--- src/rtl/risc_single_cycle_core_defines.svh ---
// Assertion macros shared by the core's RTL.
`ifndef RISC_SINGLE_CYCLE_CORE_DEFINES_SVH
`define RISC_SINGLE_CYCLE_CORE_DEFINES_SVH

// Same-cycle implication, checked on clk_i outside reset.
`define RSC_ASSERT_IMP(lbl, ante, cons) \
  lbl: assert property (@(posedge clk_i) disable iff (!rst_ni) (ante) |-> (cons)) \
    else $error("rsc assertion failed");

// Next-cycle implication, checked on clk_i outside reset.
`define RSC_ASSERT_NXT(lbl, ante, cons) \
  lbl: assert property (@(posedge clk_i) disable iff (!rst_ni) (ante) |=> (cons)) \
    else $error("rsc assertion failed");

`endif

--- src/rtl/rsc_ram.sv ---
// Generic one-write, one-read RAM with registered read data.
`default_nettype none

module rsc_ram #(
  parameter int unsigned WIDTH = 8,
  parameter int unsigned DEPTH = 64
) (
  input  wire logic                     clk_i,
  input  wire logic                     we_i,
  input  wire logic [$clog2(DEPTH)-1:0] waddr_i,
  input  wire logic [WIDTH-1:0]         wdata_i,
  input  wire logic                     re_i,
  input  wire logic [$clog2(DEPTH)-1:0] raddr_i,
  output logic      [WIDTH-1:0]         rdata_o
);

  logic [WIDTH-1:0] mem_q [DEPTH];

  // Read returns the old contents when the same address is written in the cycle
  always_ff @(posedge clk_i) begin
    if (we_i) begin
      mem_q[waddr_i] <= wdata_i;
    end
    if (re_i) begin
      rdata_o <= mem_q[raddr_i];
    end
  end

endmodule

`default_nettype wire

--- config.mk ---
export PLATFORM = sky130hd
export DESIGN_NAME = rsc_ram
export DESIGN_NICKNAME = d
export VERILOG_FILES = /design/src/rtl/risc_single_cycle_core_defines.svh /design/src/rtl/rsc_ram.sv
export SDC_FILE = /design/constraint.sdc
export NUM_CORES = 1
export LEC_CHECK = 0
export ABC_AREA = 1
export BUFFER_PORTS_ARGS = -buffer_cell sky130_fd_sc_hd__buf_2
export CORE_MARGIN = 2
export CORE_UTILIZATION = 25
export CTS_BUF_LIST = sky130_fd_sc_hd__clkbuf_8 sky130_fd_sc_hd__clkbuf_16
export CTS_CLUSTER_SIZE = 12
export DETAILED_ROUTE_END_ITERATION = 7
export PLACE_DENSITY = 0.41
export SLEW_MARGIN = 25
export SYNTH_ARGS = -nofsm -noshare
export SYNTH_HDL_FRONTEND = slang
export SYNTH_SLANG_ARGS = --single-unit
--- constraint.sdc ---
create_clock -name clk_i -period 2.2 [get_ports clk_i]
set_input_delay 0.22 -clock clk_i [delete_from_list [all_inputs] [get_ports clk_i]]
set_output_delay 0.22 -clock clk_i [all_outputs]
set_load 0.05 [all_outputs]
After elaboration in Yosys (flattened, before gate mapping). Memory sizes are Yosys's and may differ from the RTL's. A register that Yosys moved wholly into a read port is not among the register bits. Index checks and enable logic that the tools add are counted.

Multiplexer cells: 2.

Operators with widths (number): two-way mux 1 bit (2).

Register bits: 0. Memories: 1. RAM bits: 512. Word-level logic and storage cells: 3. Input port bits: 23.

Memory list: mem_q (words 64, bits a word 8, read ports 1, clocked after Yosys merged registers in 1, write ports 1, line rsc_ram.sv:17) `logic [WIDTH-1:0] mem_q [DEPTH];`.

Depth between registers and ports, before layout.
Depth after elaboration: 2. Depth in mapped cells: 12.

Worst setup path after synthesis. No wires, ideal clock.

Path kind: input to register. From: input we_i. To: memory mem_q[48][0], enable pin. Buffers on the path: 1. Data required time: 1.805 ns. Setup time: 0.395 ns. Slack: 0.214 ns. Data arrival time: 1.591 ns. Stages: 3. Cell sequence: clkbuf_1 nand4_1 nor4_1.

Longest elaborated chain between the ends: 2.

Ends and longest elaborated chain: from (decl) (line rsc_ram.sv:9) `input wire logic we_i,`; two-way mux 1 bit (line rsc_ram.sv:21) `if (we_i) begin`; two-way mux 1 bit (not written as such) (line rsc_ram.sv:22) `mem_q[waddr_i] <= wdata_i;`; to (decl) (line rsc_ram.sv:17).

No other way between the ends.

Worst setup path in the final report.
From: register rdata_o[2], read port of mem_q. To: output rdata_o[2].

RTL lines: from (decl) (line rsc_ram.sv:14) `output logic [WIDTH-1:0] rdata_o`.

No word-level cell between the ends.

==> results.yml <==
yosys:
  ys_types: 15
  ys_seq_elements: 520
  synthDominantCellAreaShare_pct: 72.9
  netlist_instances: 1805
  async_reset_ff_share_pct: 0
  yosysMostFrequentCell: "nand2_1"
  ys.flop_type: "edfxtp_1"
  synth_top_cell_by_area: "edfxtp_1"
  syn-cell-area_mm2: 0.0214
  ys_seq_area_share_pct: 72.9
  synth_commonest_cells: "648 x nand2_1, 520 x edfxtp_1, 439 x nand3_1, 56 x nor2_1, 37 x buf_2"
  synth.area.top_cells: "edfxtp_1 73%, nand2_1 11%, nand3_1 10%"
  synth_nets: 1828
  yosysWarnings: 0
  synth_edf_count: 520
  syn_avg_cell_area_um2: 11.9
clock_network:
  clk_pin_slew_worst_paths_ns: 0.07
  cts_tree: "yes"
  cts_made_buffers: 57
  cts.repair.resized: 0
  htreeDepth: 2
  clk_latency_ns: 0.63
  clock-root-buffer: "clkbuf_16"
  post-cts-setup-buffer-count: 0
  cts_buffer_depth: 3
  clock-sinks: 520
sta:
  hold_viol: 0
  period_minus_slack_ns: 1.74
  rsz0062_at_grt: "false"
  max_clock_freq_mhz: 576
  post-route-period-util_pct: 78.9
  finClkSkew_ns: 0.0258
  worst_pin_slew_ns: 0.970
  setup_tns_ns: 0
  drv_slew: 0
  finalSetupViolCount: 0
  timing.hold.ws_ns: 0.0662
  slew-limit-headroom_pct: 35.3
  setup_slack_ns: 0.463
min_path:
  holdPathStages: 1
  min_to: "mem_q[54][5]"
  hold_start: "wdata_i[5]"
  worstHoldPathType: "in -> reg"
floorplan:
  dieArea_mm2: 0.0880
  num_io_pins: 31
  dieHeight_um: 297
  fp-row-count: 107
  die_width_um: 297
  start_util_pct: 25.2
  core-area_mm2: 0.0850
cells_and_area:
  nets: 1922
  finalInstanceArea_mm2: 0.0251
  final_layout_size_suffix_gt1_share_pct: 11.8
  syn_to_final_growth_pct: 17.4
  fin_cells: 3090
route:
  first_iter_violations: 1216
  dr.pass1.iters: 5
  via_per_inst: 4.51
  wl_per_cell_um: 20.7
  drt-total-wl_mm: 63.9
  ant_nets: 0
  remaining_drc_errors: 0
  num_vias: 13900
critical_path:
  worst-r2r-cell-count: 8
  slowest_stage: "edfxtp_1"
  r2r_end: "rdata_o[4]"
  cp_data_required_time_ns: 1.98
  crit_arrival_ns: 1.52
  critPathMaxStageDelay_ns: 0.55
  endpoint_kind: "output pin"
  cp-start-kind: "register"
  worstPathCellList: "buf_2"
  reg2reg_from: "mem_q[13][4]"
  cp_top_family: "flip-flops"
  critPathMaxFanout: 1
  rrSetupSlack_ns: 0.58
  cp_num_buf_inv: 1
  crit_type: "reg -> out"
global_routing:
  grt_pass1_vias: 14000
  grt_overflow_total: 0
  grt_usage_pct: 14.3
  antenna_found_initial: 7
  grt_max_degree: 130
  grt_first_pass_wirelength_mm: 93.7
job:
  cap_violations: 0
power_and_ir_drop:
  ir_drop_mv: 0.622
  p_leak_nw: 9.00
  powerDensity_mw_per_mm2: 855
place:
  dpl_worst_slack_ns: 0.0321
  portBuffers: 30
  dp_hpwl_mm: 38.2
  place.gp.congestion: 0.782
  place_area_mm2: 0.0234
  dp_cells: 2983
outcome:
  status: "completed"
-- area by class of cell --
class	count	area, µm²
timing repair buffer	148	1350
inverter	12	55.1
fill	8762	59900
tap	1144	1430
antenna	3	7.51
clock inverter	46	310
multi-input combinational	1160	4950
clock buffer	57	1430
sequential	520	15600
-- layout by cell type (no fill, tap or decap), drive strengths merged --
cell type and count:
bufinv 3, nand2 648, clkbuf 58, buf 146, edfxtp 520, nand3 439
nand4 9, inv 25, diode 3, clkinv 28, nor2 56, dlygate4sd3 1
clkinvlp 2, nor4 8
-- how the worst max path moves through the flow --
| stage | to | slack, ns | start | cells past startpoint |
|---|---|---|---|---|
| 6_report | rdata_o[2] | 0.46 | rdata_o[2] | 1 |
| 4_1_cts | rdata_o[4] | 0.46 | rdata_o[4] | 1 |
| 5_1_grt | rdata_o[4] | 0.39 | rdata_o[4] | 1 |
| 2_1_floorplan | mem_q[48][0] | 0.21 | we_i | 3 |
| 3_3_place_gp | rdata_o[4] | 0.03 | raddr_i[1] | 11 |
| 3_5_place_dp | rdata_o[4] | 0.03 | raddr_i[1] | 11 |
-- registers in the layout, indices dropped and copies added (netlist names) --
signal   flops
rdata_o      8
mem_q      512
-- kinds of logic after synthesis --
family	after synthesis	share of synthesized area, %
simple gates	1160	23.1
buf+inv	125	4.01
flops	520	72.9
-- layer usage --
layer	vias up	track usage (%)	share of wire [%]
met5	-	0	0.081
met4	10	3.48	1.9
met3	90	2.77	5.6
met2	323	22.8	46
met1	6956	20.0	46
li1	6556	-	-
-- power by group --
part	internal (mW)	switching [mW]	total, mW	leakage (nW)
Combinational	0.383	1.06	1.44	3.41
Clock	5.05	3.98	9.02	0.902
Sequential	11.0	0.0469	11.0	4.69
Total	16.4	5.08	21.5	9.00
-- repair_timing --
| action | in CTS | in global routing |
|---|---|---|
| setup endpoints to repair | 0 | 0 |
| endpoints found under the hold margin | 8 | 0 |
| hold buffers | 1 | 0 |
-- stage by stage --
stage / total power, mW / util [%]
after detailed placement: 12.7 / 27.5
after floorplan: 12.0 / -
after global placement: 12.7 / 27.5
after CTS: 21.8 / 29.6
final: 21.5 / 29.6
after global routing: 22.2 / 29.6
Note: power is estimated with default switching activity, not from simulation.
